--- config.mk ---
export PLATFORM = sky130hd
export DESIGN_NAME = periodic_service_timer_table_unit_flat
export DESIGN_NICKNAME = d
export VERILOG_FILES = /design/src/rtl/pstt_pkg.sv /design/src/rtl/pstt_if.sv /design/src/rtl/pstt_ram.sv /design/src/rtl/pstt_ctrl.sv /design/src/rtl/pstt_datapath.sv /design/src/rtl/periodic_service_timer_table_unit.sv /design/src/flat_wrapper.sv
export SDC_FILE = /design/constraint.sdc
export NUM_CORES = 2
export LEC_CHECK = 0
export ABC_AREA = 1
export BUFFER_PORTS_ARGS = -buffer_cell sky130_fd_sc_hd__buf_2
export CORE_UTILIZATION = 50
export DETAILED_ROUTE_END_ITERATION = 8
export GPL_ROUTABILITY_DRIVEN = 0
export PLACE_DENSITY = 0.66
export SETUP_SLACK_MARGIN = 0.4
export SYNTH_ARGS = -nofsm -noshare
export SYNTH_HDL_FRONTEND = slang
export SYNTH_SLANG_ARGS = --single-unit
--- constraint.sdc ---
create_clock -name clk -period 10.1 [get_ports clk]
set_clock_uncertainty 0.05 [all_clocks]
set_input_delay 0.505 -clock clk [delete_from_list [all_inputs] [get_ports clk]]
set_output_delay 0.505 -clock clk [all_outputs]
set_load 0.03 [all_outputs]
--- src/rtl/pstt_pkg.sv ---
package pstt_pkg;

  localparam int MAX_SERVICES = 16;
  localparam int SLOT_W = (MAX_SERVICES > 1) ? $clog2(MAX_SERVICES) : 1;
  localparam int CNT_W = $clog2(MAX_SERVICES + 1);
  localparam int RDY_W = (MAX_SERVICES > 16) ? MAX_SERVICES : 16;

  typedef enum logic [1:0] {
    FN_ADD    = 2'd0,
    FN_CHECK  = 2'd1,
    FN_REBASE = 2'd2,
    FN_ACK    = 2'd3
  } pstt_func_t;

  typedef enum logic [1:0] {
    ST_OK        = 2'd0,
    ST_NULL_TASK = 2'd1,
    ST_ZERO_PER  = 2'd2,
    ST_FULL      = 2'd3
  } pstt_status_t;

  typedef struct packed {
    logic [1:0]  func;
    logic [31:0] now_ms;
    logic [31:0] start_offset;
    logic [31:0] repeat_period;
    logic [7:0]  task_id;
    logic [31:0] time_shift;
    logic [3:0]  ack_slot;
  } pstt_item_t;

  typedef struct packed {
    logic accept;
    logic exec;
    logic scan;
    logic load_out;
  } pstt_cmd_t;

  typedef struct packed {
    logic scan_go;
    logic scan_last;
  } pstt_sts_t;

endpackage

--- src/rtl/pstt_if.sv ---
interface pstt_in_if;
  logic        valid;
  logic        ready;
  logic [1:0]  func;
  logic [31:0] now_ms;
  logic [31:0] start_offset;
  logic [31:0] repeat_period;
  logic [7:0]  task_id;
  logic [31:0] time_shift;
  logic [3:0]  ack_slot;

  modport source (
    output valid, func, now_ms, start_offset, repeat_period, task_id, time_shift, ack_slot,
    input  ready
  );
  modport sink (
    input  valid, func, now_ms, start_offset, repeat_period, task_id, time_shift, ack_slot,
    output ready
  );
endinterface

interface pstt_out_if;
  logic        valid;
  logic        ready;
  logic [1:0]  status;
  logic [3:0]  added_slot;
  logic [15:0] ready_mask;
  logic [31:0] check_time;

  modport source (
    output valid, status, added_slot, ready_mask, check_time,
    input  ready
  );
  modport sink (
    input  valid, status, added_slot, ready_mask, check_time,
    output ready
  );
endinterface

--- src/rtl/pstt_ram.sv ---
module pstt_ram #(
  parameter int WIDTH = 32,
  parameter int DEPTH = 16,
  localparam int AW = (DEPTH > 1) ? $clog2(DEPTH) : 1
) (
  input  logic                 clk,
  input  logic                 we,
  input  logic [AW-1:0]        waddr,
  input  logic [WIDTH-1:0]     wdata,
  input  logic [AW-1:0]        raddr,
  output logic [WIDTH-1:0]     rdata
);

  logic [WIDTH-1:0] mem [DEPTH];

  always_ff @(posedge clk) begin
    if (we) begin
      mem[waddr] <= wdata;
    end
    rdata <= mem[raddr];
  end

endmodule

--- src/rtl/pstt_ctrl.sv ---
module pstt_ctrl (
  input  logic                clk,
  input  logic                rst_n,
  input  logic                in_valid,
  output logic                in_ready,
  output logic                out_valid,
  input  logic                out_ready,
  input  pstt_pkg::pstt_sts_t sts,
  output pstt_pkg::pstt_cmd_t cmd
);

  typedef enum logic [1:0] {
    S_IDLE,
    S_EXEC,
    S_SCAN,
    S_FIN
  } state_t;

  state_t state_r, state_nxt;
  logic   out_valid_r, out_valid_nxt;

  always_comb begin
    cmd.accept   = (state_r == S_IDLE) && in_valid;
    cmd.exec     = (state_r == S_EXEC);
    cmd.scan     = (state_r == S_SCAN);
    cmd.load_out = (state_r == S_FIN) && (!out_valid_r || out_ready);
  end

  always_comb begin
    state_nxt = state_r;
    unique case (state_r)
      S_IDLE: if (in_valid) state_nxt = S_EXEC;
      S_EXEC: state_nxt = sts.scan_go ? S_SCAN : S_FIN;
      S_SCAN: if (sts.scan_last) state_nxt = S_FIN;
      S_FIN:  if (cmd.load_out) state_nxt = S_IDLE;
      default: state_nxt = S_IDLE;
    endcase
  end

  // result register frees up as soon as the sink takes it
  always_comb begin
    out_valid_nxt = out_valid_r;
    if (cmd.load_out) begin
      out_valid_nxt = 1'b1;
    end else if (out_ready) begin
      out_valid_nxt = 1'b0;
    end
  end

  always_ff @(posedge clk) begin
    if (!rst_n) begin
      state_r     <= S_IDLE;
      out_valid_r <= 1'b0;
    end else begin
      state_r     <= state_nxt;
      out_valid_r <= out_valid_nxt;
    end
  end

  assign in_ready  = (state_r == S_IDLE);
  assign out_valid = out_valid_r;

  a_scan_end: assert property (@(posedge clk) disable iff (!rst_n)
    (state_r == S_SCAN) && sts.scan_last |=> (state_r == S_FIN))
    else $error("scan did not finish into result stage");

  a_load_valid: assert property (@(posedge clk) disable iff (!rst_n)
    cmd.load_out |=> out_valid_r)
    else $error("loaded result not presented");

  a_out_hold: assert property (@(posedge clk) disable iff (!rst_n)
    out_valid_r && !out_ready |=> out_valid_r)
    else $error("waiting result dropped");

endmodule

--- src/rtl/pstt_datapath.sv ---
module pstt_datapath (
  input  logic                 clk,
  input  logic                 rst_n,
  input  pstt_pkg::pstt_item_t in_item,
  input  pstt_pkg::pstt_cmd_t  cmd,
  output pstt_pkg::pstt_sts_t  sts,
  output logic [1:0]           out_status,
  output logic [3:0]           out_added_slot,
  output logic [15:0]          out_ready_mask,
  output logic [31:0]          out_check_time
);

  localparam int SLOT_W = pstt_pkg::SLOT_W;
  localparam int CNT_W  = pstt_pkg::CNT_W;
  localparam int NSLOT  = pstt_pkg::MAX_SERVICES;

  pstt_pkg::pstt_item_t   item_r;
  pstt_pkg::pstt_func_t   func;
  pstt_pkg::pstt_status_t add_status;

  logic [CNT_W-1:0]  slot_cnt_r, slot_cnt_nxt;
  logic [NSLOT-1:0]  ready_r, ready_nxt;
  logic [31:0]       next_chk_r, next_chk_nxt;
  logic [31:0]       best_r, best_nxt;
  logic [SLOT_W-1:0] pidx_r;
  logic [1:0]        res_status_r;
  logic [3:0]        res_added_r;

  logic [CNT_W-1:0]  cnt_m1;
  logic [SLOT_W-1:0] last_slot;
  logic [SLOT_W-1:0] slot_idx;
  logic [31:0]       slot_wide;
  logic              full;
  logic              add_ok;
  logic              check_go;
  logic [31:0]       add_due;

  logic [SLOT_W-1:0] raddr;
  logic [SLOT_W-1:0] due_waddr;
  logic              due_we;
  logic [31:0]       due_wdata;
  logic [31:0]       due_rd;
  logic [31:0]       per_rd;
  logic              overdue;
  logic [31:0]       adv_due;
  logic [31:0]       reb_due;
  logic [pstt_pkg::RDY_W-1:0] ready_wide;

  assign func      = pstt_pkg::pstt_func_t'(item_r.func);
  assign full      = (slot_cnt_r == CNT_W'(NSLOT));
  assign cnt_m1    = slot_cnt_r - CNT_W'(1);
  assign last_slot = cnt_m1[SLOT_W-1:0];
  assign slot_idx  = slot_cnt_r[SLOT_W-1:0];
  assign slot_wide = 32'(slot_cnt_r);
  assign add_due   = item_r.start_offset + item_r.now_ms;

  // null task wins over zero period, which wins over full table
  always_comb begin
    priority if (item_r.task_id == 8'd0) begin
      add_status = pstt_pkg::ST_NULL_TASK;
    end else if (item_r.repeat_period == 32'd0) begin
      add_status = pstt_pkg::ST_ZERO_PER;
    end else if (full) begin
      add_status = pstt_pkg::ST_FULL;
    end else begin
      add_status = pstt_pkg::ST_OK;
    end
  end

  assign add_ok   = (func == pstt_pkg::FN_ADD) && (add_status == pstt_pkg::ST_OK);
  assign check_go = (func == pstt_pkg::FN_CHECK) && (item_r.now_ms >= next_chk_r);

  assign sts.scan_go   = (check_go || (func == pstt_pkg::FN_REBASE)) && (slot_cnt_r != '0);
  assign sts.scan_last = (pidx_r == '0);

  // scan walks from the top slot down, one slot per cycle
  assign raddr = cmd.exec ? last_slot : (pidx_r - SLOT_W'(1));

  assign overdue = item_r.now_ms > due_rd;
  assign adv_due = overdue ? (due_rd + per_rd) : due_rd;
  assign reb_due = (due_rd < item_r.time_shift) ? 32'd0 : (due_rd - item_r.time_shift);
  // zero running minimum counts as unset
  assign best_nxt = ((best_r == 32'd0) || (adv_due < best_r)) ? adv_due : best_r;

  assign due_we    = (cmd.exec && add_ok) || cmd.scan;
  assign due_waddr = cmd.scan ? pidx_r : slot_idx;
  assign due_wdata = cmd.scan ? ((func == pstt_pkg::FN_REBASE) ? reb_due : adv_due) : add_due;

  pstt_ram #(.WIDTH(32), .DEPTH(NSLOT)) u_due_ram (
    .clk   (clk),
    .we    (due_we),
    .waddr (due_waddr),
    .wdata (due_wdata),
    .raddr (raddr),
    .rdata (due_rd)
  );

  pstt_ram #(.WIDTH(32), .DEPTH(NSLOT)) u_period_ram (
    .clk   (clk),
    .we    (cmd.exec && add_ok),
    .waddr (slot_idx),
    .wdata (item_r.repeat_period),
    .raddr (raddr),
    .rdata (per_rd)
  );

  always_comb begin
    ready_nxt = ready_r;
    for (int i = 0; i < NSLOT; i++) begin
      if (cmd.exec && add_ok && (slot_cnt_r == CNT_W'(i))) begin
        ready_nxt[i] = 1'b0;
      end
      if (cmd.exec && (func == pstt_pkg::FN_ACK) && (32'(item_r.ack_slot) == 32'(i))) begin
        ready_nxt[i] = 1'b0;
      end
      if (cmd.scan && (func == pstt_pkg::FN_CHECK) && overdue && (pidx_r == SLOT_W'(i))) begin
        ready_nxt[i] = 1'b1;
      end
    end
  end

  always_comb begin
    slot_cnt_nxt = slot_cnt_r;
    next_chk_nxt = next_chk_r;
    if (cmd.exec) begin
      if (add_ok) begin
        slot_cnt_nxt = slot_cnt_r + CNT_W'(1);
        if (add_due < next_chk_r) begin
          next_chk_nxt = add_due;
        end
      end
      if (check_go || (func == pstt_pkg::FN_REBASE)) begin
        next_chk_nxt = 32'd0;
      end
    end
    if (cmd.scan && sts.scan_last && (func == pstt_pkg::FN_CHECK)) begin
      next_chk_nxt = best_nxt;
    end
  end

  always_ff @(posedge clk) begin
    if (!rst_n) begin
      slot_cnt_r <= '0;
      ready_r    <= '0;
      next_chk_r <= 32'd0;
    end else begin
      slot_cnt_r <= slot_cnt_nxt;
      ready_r    <= ready_nxt;
      next_chk_r <= next_chk_nxt;
    end
  end

  assign ready_wide = pstt_pkg::RDY_W'(ready_r);

  always_ff @(posedge clk) begin
    if (cmd.accept) begin
      item_r <= in_item;
    end
    if (cmd.exec) begin
      best_r       <= 32'd0;
      pidx_r       <= last_slot;
      res_status_r <= (func == pstt_pkg::FN_ADD) ? add_status : pstt_pkg::ST_OK;
      res_added_r  <= add_ok ? slot_wide[3:0] : 4'd0;
    end else if (cmd.scan) begin
      best_r <= best_nxt;
      pidx_r <= pidx_r - SLOT_W'(1);
    end
    if (cmd.load_out) begin
      out_status     <= res_status_r;
      out_added_slot <= res_added_r;
      out_ready_mask <= ready_wide[15:0];
      out_check_time <= next_chk_r;
    end
  end

  a_cnt_range: assert property (@(posedge clk) disable iff (!rst_n)
    slot_cnt_r <= CNT_W'(NSLOT))
    else $error("slot count beyond table size");

  a_add_count: assert property (@(posedge clk) disable iff (!rst_n)
    cmd.exec && add_ok |=> slot_cnt_r == $past(slot_cnt_r) + CNT_W'(1))
    else $error("successful add did not take a slot");

  a_rebase_clr: assert property (@(posedge clk) disable iff (!rst_n)
    cmd.scan && sts.scan_last && (func == pstt_pkg::FN_REBASE) |=> next_chk_r == 32'd0)
    else $error("rebase left a check time");

endmodule

--- src/rtl/periodic_service_timer_table_unit.sv ---
// Periodic service table with up to pstt_pkg::MAX_SERVICES slots (due time and period kept
// in two small RAMs). One item is handled at a time. Add, acknowledge, a check that finds
// the time short of the check time, and anything on an empty table go from the execute
// state straight to the result stage; a check that runs and a rebase first walk every
// used slot through the RAM read port once, one slot per cycle, before the result stage.
// A new item is accepted while the previous result still waits.
module periodic_service_timer_table_unit (
  input  logic clk,
  input  logic rst_n,
  pstt_in_if.sink    in_if,
  pstt_out_if.source out_if
);

  pstt_pkg::pstt_item_t in_item;
  pstt_pkg::pstt_cmd_t  cmd;
  pstt_pkg::pstt_sts_t  sts;

  always_comb begin
    in_item.func          = in_if.func;
    in_item.now_ms        = in_if.now_ms;
    in_item.start_offset  = in_if.start_offset;
    in_item.repeat_period = in_if.repeat_period;
    in_item.task_id       = in_if.task_id;
    in_item.time_shift    = in_if.time_shift;
    in_item.ack_slot      = in_if.ack_slot;
  end

  pstt_ctrl u_ctrl (
    .clk       (clk),
    .rst_n     (rst_n),
    .in_valid  (in_if.valid),
    .in_ready  (in_if.ready),
    .out_valid (out_if.valid),
    .out_ready (out_if.ready),
    .sts       (sts),
    .cmd       (cmd)
  );

  pstt_datapath u_datapath (
    .clk            (clk),
    .rst_n          (rst_n),
    .in_item        (in_item),
    .cmd            (cmd),
    .sts            (sts),
    .out_status     (out_if.status),
    .out_added_slot (out_if.added_slot),
    .out_ready_mask (out_if.ready_mask),
    .out_check_time (out_if.check_time)
  );

endmodule
--- src/flat_wrapper.sv ---
// flat-port wrapper written by rule: the top's interface ports become plain ports
module periodic_service_timer_table_unit_flat 
  (clk, rst_n, in_if_valid, in_if_func, in_if_now_ms, in_if_start_offset, in_if_repeat_period, in_if_task_id, in_if_time_shift, in_if_ack_slot, in_if_ready, out_if_valid, out_if_status, out_if_added_slot, out_if_ready_mask, out_if_check_time, out_if_ready);
  pstt_in_if in_if_i ();
  pstt_out_if out_if_i ();
  input  logic clk;
  input  logic rst_n;
  input wire logic [$bits(in_if_i.valid)-1:0] in_if_valid;
  input wire logic [$bits(in_if_i.func)-1:0] in_if_func;
  input wire logic [$bits(in_if_i.now_ms)-1:0] in_if_now_ms;
  input wire logic [$bits(in_if_i.start_offset)-1:0] in_if_start_offset;
  input wire logic [$bits(in_if_i.repeat_period)-1:0] in_if_repeat_period;
  input wire logic [$bits(in_if_i.task_id)-1:0] in_if_task_id;
  input wire logic [$bits(in_if_i.time_shift)-1:0] in_if_time_shift;
  input wire logic [$bits(in_if_i.ack_slot)-1:0] in_if_ack_slot;
  output wire logic [$bits(in_if_i.ready)-1:0] in_if_ready;
  output wire logic [$bits(out_if_i.valid)-1:0] out_if_valid;
  output wire logic [$bits(out_if_i.status)-1:0] out_if_status;
  output wire logic [$bits(out_if_i.added_slot)-1:0] out_if_added_slot;
  output wire logic [$bits(out_if_i.ready_mask)-1:0] out_if_ready_mask;
  output wire logic [$bits(out_if_i.check_time)-1:0] out_if_check_time;
  input wire logic [$bits(out_if_i.ready)-1:0] out_if_ready;
  assign in_if_i.valid = in_if_valid;
  assign in_if_i.func = in_if_func;
  assign in_if_i.now_ms = in_if_now_ms;
  assign in_if_i.start_offset = in_if_start_offset;
  assign in_if_i.repeat_period = in_if_repeat_period;
  assign in_if_i.task_id = in_if_task_id;
  assign in_if_i.time_shift = in_if_time_shift;
  assign in_if_i.ack_slot = in_if_ack_slot;
  assign in_if_ready = in_if_i.ready;
  assign out_if_valid = out_if_i.valid;
  assign out_if_status = out_if_i.status;
  assign out_if_added_slot = out_if_i.added_slot;
  assign out_if_ready_mask = out_if_i.ready_mask;
  assign out_if_check_time = out_if_i.check_time;
  assign out_if_i.ready = out_if_ready;
  periodic_service_timer_table_unit u_core (.clk(clk), .rst_n(rst_n), .in_if(in_if_i), .out_if(out_if_i));
endmodule
* Yosys cells after proc, flatten, opt, wreduce, memory -nomap -nowiden *
Memories as Yosys holds them, arrays and structs flattened. A register that Yosys moved wholly into a read port is not among the register bits.
Cells that the tools add are included.

storage, ports and cells
  flip-flop bits (word level) = 294
  memory bits (writable) = 1024
  logic and storage cells = 277
  bits of input ports = 146
  output and inout port bits = 56
  memories kept = 2

cells by class
  equal/unequal tests = 55
  magnitude comparators = 5
  reduce and logical (&&, ||, !) cells = 98
  $add $sub $neg = 6
  muxes and demuxes = 76

memory list
  memory                              words  bits a word  read ports  clocked after memory_dff  wr ports  line            RTL
  u_core.u_datapath.u_due_ram.mem     16     32           1           1                         1         pstt_ram.sv:14  logic [WIDTH-1:0] mem [DEPTH];
  u_core.u_datapath.u_period_ram.mem  16     32           1           1                         1         pstt_ram.sv:14

operator list
  kind                                               number
  2-to-1 mux 32 bit                                  10
  less-than comparator 32 bit                        3
  adder 32 bit                                       2
  == test 4 bit (second input constant)              16
  logical NOT 32 bit                                 2
  logical AND 1 bit                                  59
  2-to-1 mux 1 bit                                   55
  nonzero test 3 bit                                 18
  == test 5 x 4 -> 1 bit (second input constant)     8
  == test 4 x 3 -> 1 bit (second input constant)     8
  greater-or-equal comparator 32 bit                 1
  > comparator 32 bit                                1
  subtractor 32 bit                                  1
  == test 5 x 3 -> 1 bit (second input constant)     4
  == test 4 x 2 -> 1 bit (second input constant)     4
  2-to-1 mux 4 bit                                   4
  2-to-1 mux 2 bit                                   6
  == test 5 x 2 -> 1 bit (second input constant)     2
  == test 2 bit (second input constant)              4
  == test 4 x 1 -> 1 bit (second input constant)     2
  logical NOT 4 bit                                  2
  logical NOT 8 bit                                  1
  case mux 2 bit (4 select lines)                    1
  subtractor 4 x 1 -> 4 bit (second input constant)  2
  14 further kinds                                   24

* Logic depth before layout (Yosys ltp) *
  depth in word-level cells = 11
  gate-level depth with buffers = 38
  depth with buffers taken out = 35

* Cells and area by module *
Synthesis repeated with hierarchy kept, for this count alone.

second synthesis, totals
  cells, all modules = 6678
  area total of the unflattened synthesis = 65467.8 um^2

modules (own cells, without submodules)
  module         times used  cells an instance  area each (um^2)  seq. area each (um^2)
  pstt_ram       2           2120               22730.6           16015.4
  pstt_datapath  1           2403               19759.0           7887.6
  pstt_ctrl      1           35                 247.7             60.1

* Worst setup path after synthesis *
Ideal clock, no wire load.

  kind = reg2reg
  from = register u_core.u_ctrl.state_r[0]
  to = register u_core.u_datapath.item_r, in the netlist u_core.u_datapath.func[0] (enable)
  required time = 9555 ps
  clock period less this slack = 4186 ps
  buffers on the path = 0
  data arrival time = 3641 ps
  slack = 5914 ps
  stages on the path, launching flop included = 5
  setup time = 495 ps
  cells stage by stage = dfxtp_1 inv_1 ha_1 nand2_1 inv_1

RTL lines
  item                    line                  RTL
  start, declared         pstt_ctrl.sv:19       state_t state_r, state_nxt;
  start signal, assigned  pstt_ctrl.sv:55       state_r <= state_nxt;
  end signal, assigned    pstt_datapath.sv:157  item_r <= in_item;
  end, declared           pstt_datapath.sv:17   pstt_pkg::pstt_item_t item_r;

* Worst setup path in the final report *
  from = register u_core.u_datapath.item_r[139] (netlist name)
  to = register u_core.u_datapath.next_chk_r[24]

on the way
  longest elaborated chain between the ends = 6
  elaborated cells on any way between the ends = 16
  those cells by class = 1 x add/sub; 4 x order compare; 5 x mux; 6 x reduce/logical

ends and longest elaborated chain
  item                                                                       line                                       RTL
  > comparator 32 bit or greater-or-equal comparator 32 bit (tied branches)  pstt_datapath.sv:79, pstt_datapath.sv:71
  2-to-1 mux 32 bit or logical AND 1 bit (tied branches)                     pstt_datapath.sv:80, pstt_datapath.sv:71
  less-than comparator 32 bit or logical OR 1 bit (tied branches)            pstt_datapath.sv:83, pstt_datapath.sv:132
  logical OR 1 bit or 2-to-1 mux 32 bit (tied branches)                      pstt_datapath.sv:83, pstt_datapath.sv:132
  2-to-1 mux 32 bit (on tied branches)                                       pstt_datapath.sv:83, pstt_datapath.sv:125
  2-to-1 mux 32 bit                                                          pstt_datapath.sv:136                       if (cmd.scan && sts.scan_last && (func == pstt_pkg::FN_CHECK)) begin
  end signal, assigned                                                       pstt_datapath.sv:149                       next_chk_r <= next_chk_nxt;
  end, declared                                                              pstt_datapath.sv:23                        logic [31:0] next_chk_r, next_chk_nxt;

Several ways; a longest one is shown, not always the timed one. The select of a mux whose other input is x is not followed.
A chain may end at the register's enable or synchronous reset.

==> summary.md <==
| Metric | Value |
|---|---|
| Status | `finished clean` |
| Post-synth EDFFs | `between 1000 and 1500` |
| Share of cells above drive strength 1 | `0.1048` |
| Syn-to-layout area delta | `15.04%` |
| Tmin final | `around 5.8 ns` |
| Syn nets | `around 5700` |
| Hold wc startpoint | `in_if_valid` |
| CTS tree | `yes` |
| Post-synthesis sequential area ratio | `0.6607` |
| Total gr overflow | `0` |
| Setup TNS | `0 ns` |
| Total core area | `between 100000 and 150000 µm²` |
| DR vias | `43010` |
| CTS resizes | `0` |
| Clock insertion delay at the later pin of the skew report | `just under 0.8 ns` |
| Worst r2r src | `u_core.u_datapath.item_r[139]$_DFFE_PP_` |
| Initial Utilization | `0.5043` |
| Actual slew at the worst max-slew pin | `~1.3 ns` |
| Final Core Density | `0.5802` |
| Total Wirelength | `166600 µm` |
| N_diodes | `0` |
| Top cells by area, synth | `edfxtp_1, o21ai_0, dfxtp_1` |
| DR WL/cell | `22.75 µm` |
| Clock buffer depth | `3` |
| Final setup fails | `0` |
| DIE WIDTH | `roughly 350 µm` |
| # DRC | `0` |
| GRT Overall Usage | `0.2706` |
| Critical Path Fanout Max | `43` |
| Count leader, synth | `edfxtp_1` |
| Post-Syn Area | `60510 µm²` |
| Area taken by multi-input logic gates | `about 18000 µm²` |
| Worst rel slew slack | `0.1092` |
| Cells along the critical path | `ha_1 > a21oi_1 > o21a_1 > nand2_1 > a21oi_1 > nand2_2 > nand2_4 > inv_1 > buf_4 > o21ai_0 > inv_1 > ha_1 > nand2_1 > inv_1 > nand3_1 > nor3_1 > nor4b_1 > nand2_2 > nand2_4 > nand2_4 > nand2_2 > nand3_1 > a21oi_1` |
| Min-delay worst type | `in2reg` |
| Port bufs | `roughly 200` |
| Final ANT Viol Nets | `0` |
| CP Launch Type | `flip-flop` |
| Area after DPL | `~64000 µm²` |
| Largest net degree at the start of global routing | `between 150 and 200` |
| Top cell type's share of synthesized area | `0.6104` |
| Worst path slowest cell | `edfxtp_1` |
| Compound-Gate Fraction of Synth Area | `0.1363` |
| H-tree depth | `4` |
| DR iter-0 viols | `approximately 4600` |
| Critical Path Max Stage Delay | `0.45 ns` |
| Synth Area in XOR/XNOR | `0.009554` |
| Ports | `202` |
| Largest family of logic cells by synthesized area | `compound AO/OA/AOI/OAI gates` |
| Mux cell area share after synthesis | `0` |
| Pins Over Slew Limit | `0` |
| Fillers | `9587` |
| Initial DRT Pass Iterations | `6` |
| First-pass GRT wire length | `approximately 250000 µm` |
| Flip-flop and latch area | `about 40000 µm²` |
| Clock sink total | `~1400` |
| Synth top cells by count | `edfxtp_1, nor2_1, o21ai_0` |
| CP bufs+invs | `4` |
| Setup Crit Path Kind | `reg2reg` |
| Critical Path Sink Type | `flip-flop` |
| Post-synthesis async set-or-reset flop share | `0` |
| Post-synthesis cell count | `between 5000 and 6000` |
| Number of buffers created by CTS | `about 150` |
| Root Driver | `clkbuf_16` |
| Top delay family on crit path | `simple AND/OR/NAND/NOR gates` |
| Vias/cell | `5.871` |
| Hpwl dp | `just under 100000 µm` |
| Worst EP arrival | `~6.4 ns` |
| Antenna violations before repair | `6` |
| Number of synthesized register bits | `~1400` |
| Layout Nets | `~6000` |
| Ys Warns | `0` |
| R2R setup slack | `4.31 ns` |
| Netlist cell types | `54` |
| Num rows | `around 130` |
| Hold Vio Cnt, Final | `0` |
| Max-cap viol count | `0` |
| Critical path launch point | `u_core.u_datapath.item_r[139]$_DFFE_PP_` |
| WP data required | `between 10 and 15 ns` |
| Synth Flop Type | `edfxtp_1` |
| Vias in the first global route | `between 40000 and 50000` |
| Die area | `~120000 µm²` |
| Die height | `about 350 µm` |
| Part of the cycle the worst path needs | `0.5737` |
| Simple-gate area share of the yosys netlist | `0.1037` |
| Adder-Cell Fraction of Synth Area | `0.04959` |
| CTS clk-pin slew, worst paths | `~0.060 ns` |
| Max Fclk | `between 0.15 and 0.2 GHz` |
| RSZ-0062 raised after global routing | `false` |
| Design area | `between 60000 and 70000 µm²` |
| Syn Area/Cell | `11.46 µm²` |
| Largest area contributor in the netlist | `edfxtp_1` |
==> per-stage QoR <==
step | instances | setup slack (ns) | hold slack (ns)
finish | 7325 | 4.306 | 0.1263
global route | 7325 | 3.967 | 0.1576
CTS | 7325 | 4.443 | 0.07811
detailed placement | 6916 | 4.506 | 0.3562
global placement | 6916 | 4.529 | 0.3661
floorplan | 5278 | 5.914 | 0.3503
==> final timing paths <==
check                                                  end  cells past startpoint
max reg2reg  u_core.u_datapath.next_chk_r[24]$_SDFFE_PN0P_                     23
max          u_core.u_datapath.next_chk_r[24]$_SDFFE_PN0P_                     23
min                  u_core.u_ctrl.state_r[1]$_SDFFE_PN0P_                      5
min reg2reg  u_core.u_datapath.out_added_slot[0]$_DFFE_PP_                      0
==> routing by layer <==
layer | up-vias | global-route usage | share of wire
met5 | - | 0 | 0.00044
met4 | 4 | 0.1021 | 0.034
met3 | 334 | 0.03657 | 0.073
met2 | 1801 | 0.4513 | 0.48
met1 | 21070 | 0.3607 | 0.41
li1 | 19800 | - | -
==> area by class of cell <==
cell class	count	share of cell area
sequential	1382	0.5743
multi-input combinational	3264	0.2645
clock buffer	197	0.05777
timing repair buffer	434	0.04526
tap	1612	0.02898
inverter	367	0.02015
clock inverter	69	0.008970
==> layout by cell type, fill, tap and decap left out, types with 14 or more instances in the layout <==
master         Yosys  routed
o21ai_0          645     645
buf_4              1      87
edfxtp_1        1230    1230
dfxtp_1          152     152
nor4_1            20      20
dlygate4sd3_1      0     143
a21oi_1          270     269
or2_2             14      14
nand2_2           25      26
nand3_1          145     145
clkbuf_16          0     151
o21ai_1           35      33
o221ai_1         131     131
nor3_1            27      27
clkbuf_1         241      39
inv_1            359     356
nand2_1          589     587
a31oi_1           48      46
buf_2             16     201
nor2_4             0      32
clkinv_2           0      15
o211ai_1         105     105
ha_1             235     233
clkinv_1           4      31
xnor2_1           15      15
xor2_1            51      51
nor2_1           685     652
nand4_1           22      22
o22ai_1          129     129
==> cells by family (layout without fill, tap and decap cells) <==
family / after synthesis / count (layout)
fa+ha+maj: 238 / 238
simple gates: 1542 / 1542
xor+xnor: 66 / 66
buf+inv: 632 / 1067
flops: 1382 / 1382
compound gates: 1418 / 1418
==> sequential cells by signal, indices dropped and copies added (netlist names) <==
register                              flops
u_core.u_datapath.u_due_ram.mem         512
u_core.u_datapath.pidx_r                  4
u_core.u_datapath.out_check_time         32
u_core.u_datapath.out_ready_mask         16
u_core.u_datapath.best_r                 32
u_core.u_datapath.u_period_ram.mem      512
u_core.u_ctrl.state_r                     2
u_core.u_ctrl.out_valid                   1
u_core.u_datapath.func                    2
u_core.u_datapath.u_period_ram.rdata     32
u_core.u_datapath.item_r                140
u_core.u_datapath.out_status              2
u_core.u_datapath.out_added_slot          4
u_core.u_datapath.slot_cnt_r              5
u_core.u_datapath.res_added_r             4
u_core.u_datapath.u_due_ram.rdata        32
u_core.u_datapath.next_chk_r             32
u_core.u_datapath.ready_r                16
u_core.u_datapath.res_status_r            2
==> worst reg2reg max path, cell delays in order (launching register included) <==
cell and delay, ns:
edfxtp_1 0.45, ha_1 0.34, a21oi_1 0.18, o21a_1 0.17, nand2_1 0.12, a21oi_1 0.43
nand2_2 0.16, nand2_4 0.24, inv_1 0.14, buf_4 0.27, o21ai_0 0.37, inv_1 0.10
ha_1 0.31, nand2_1 0.06, inv_1 0.06, nand3_1 0.10, nor3_1 0.35, nor4b_1 0.35
nand2_2 0.11, nand2_4 0.35, nand2_4 0.45, nand2_2 0.20, nand3_1 0.11, a21oi_1 0.23
==> what timing repair did <==
action,4_1_cts,5_1_grt
hold buffers,143,0
buffers inserted,0,0
hold endpoints to repair,143,0
endpoints found under the setup margin,0,0
Power is left out: the tool's default activity adds up to more than one toggle a clock period on the data nets, which glitch-free logic cannot reach.
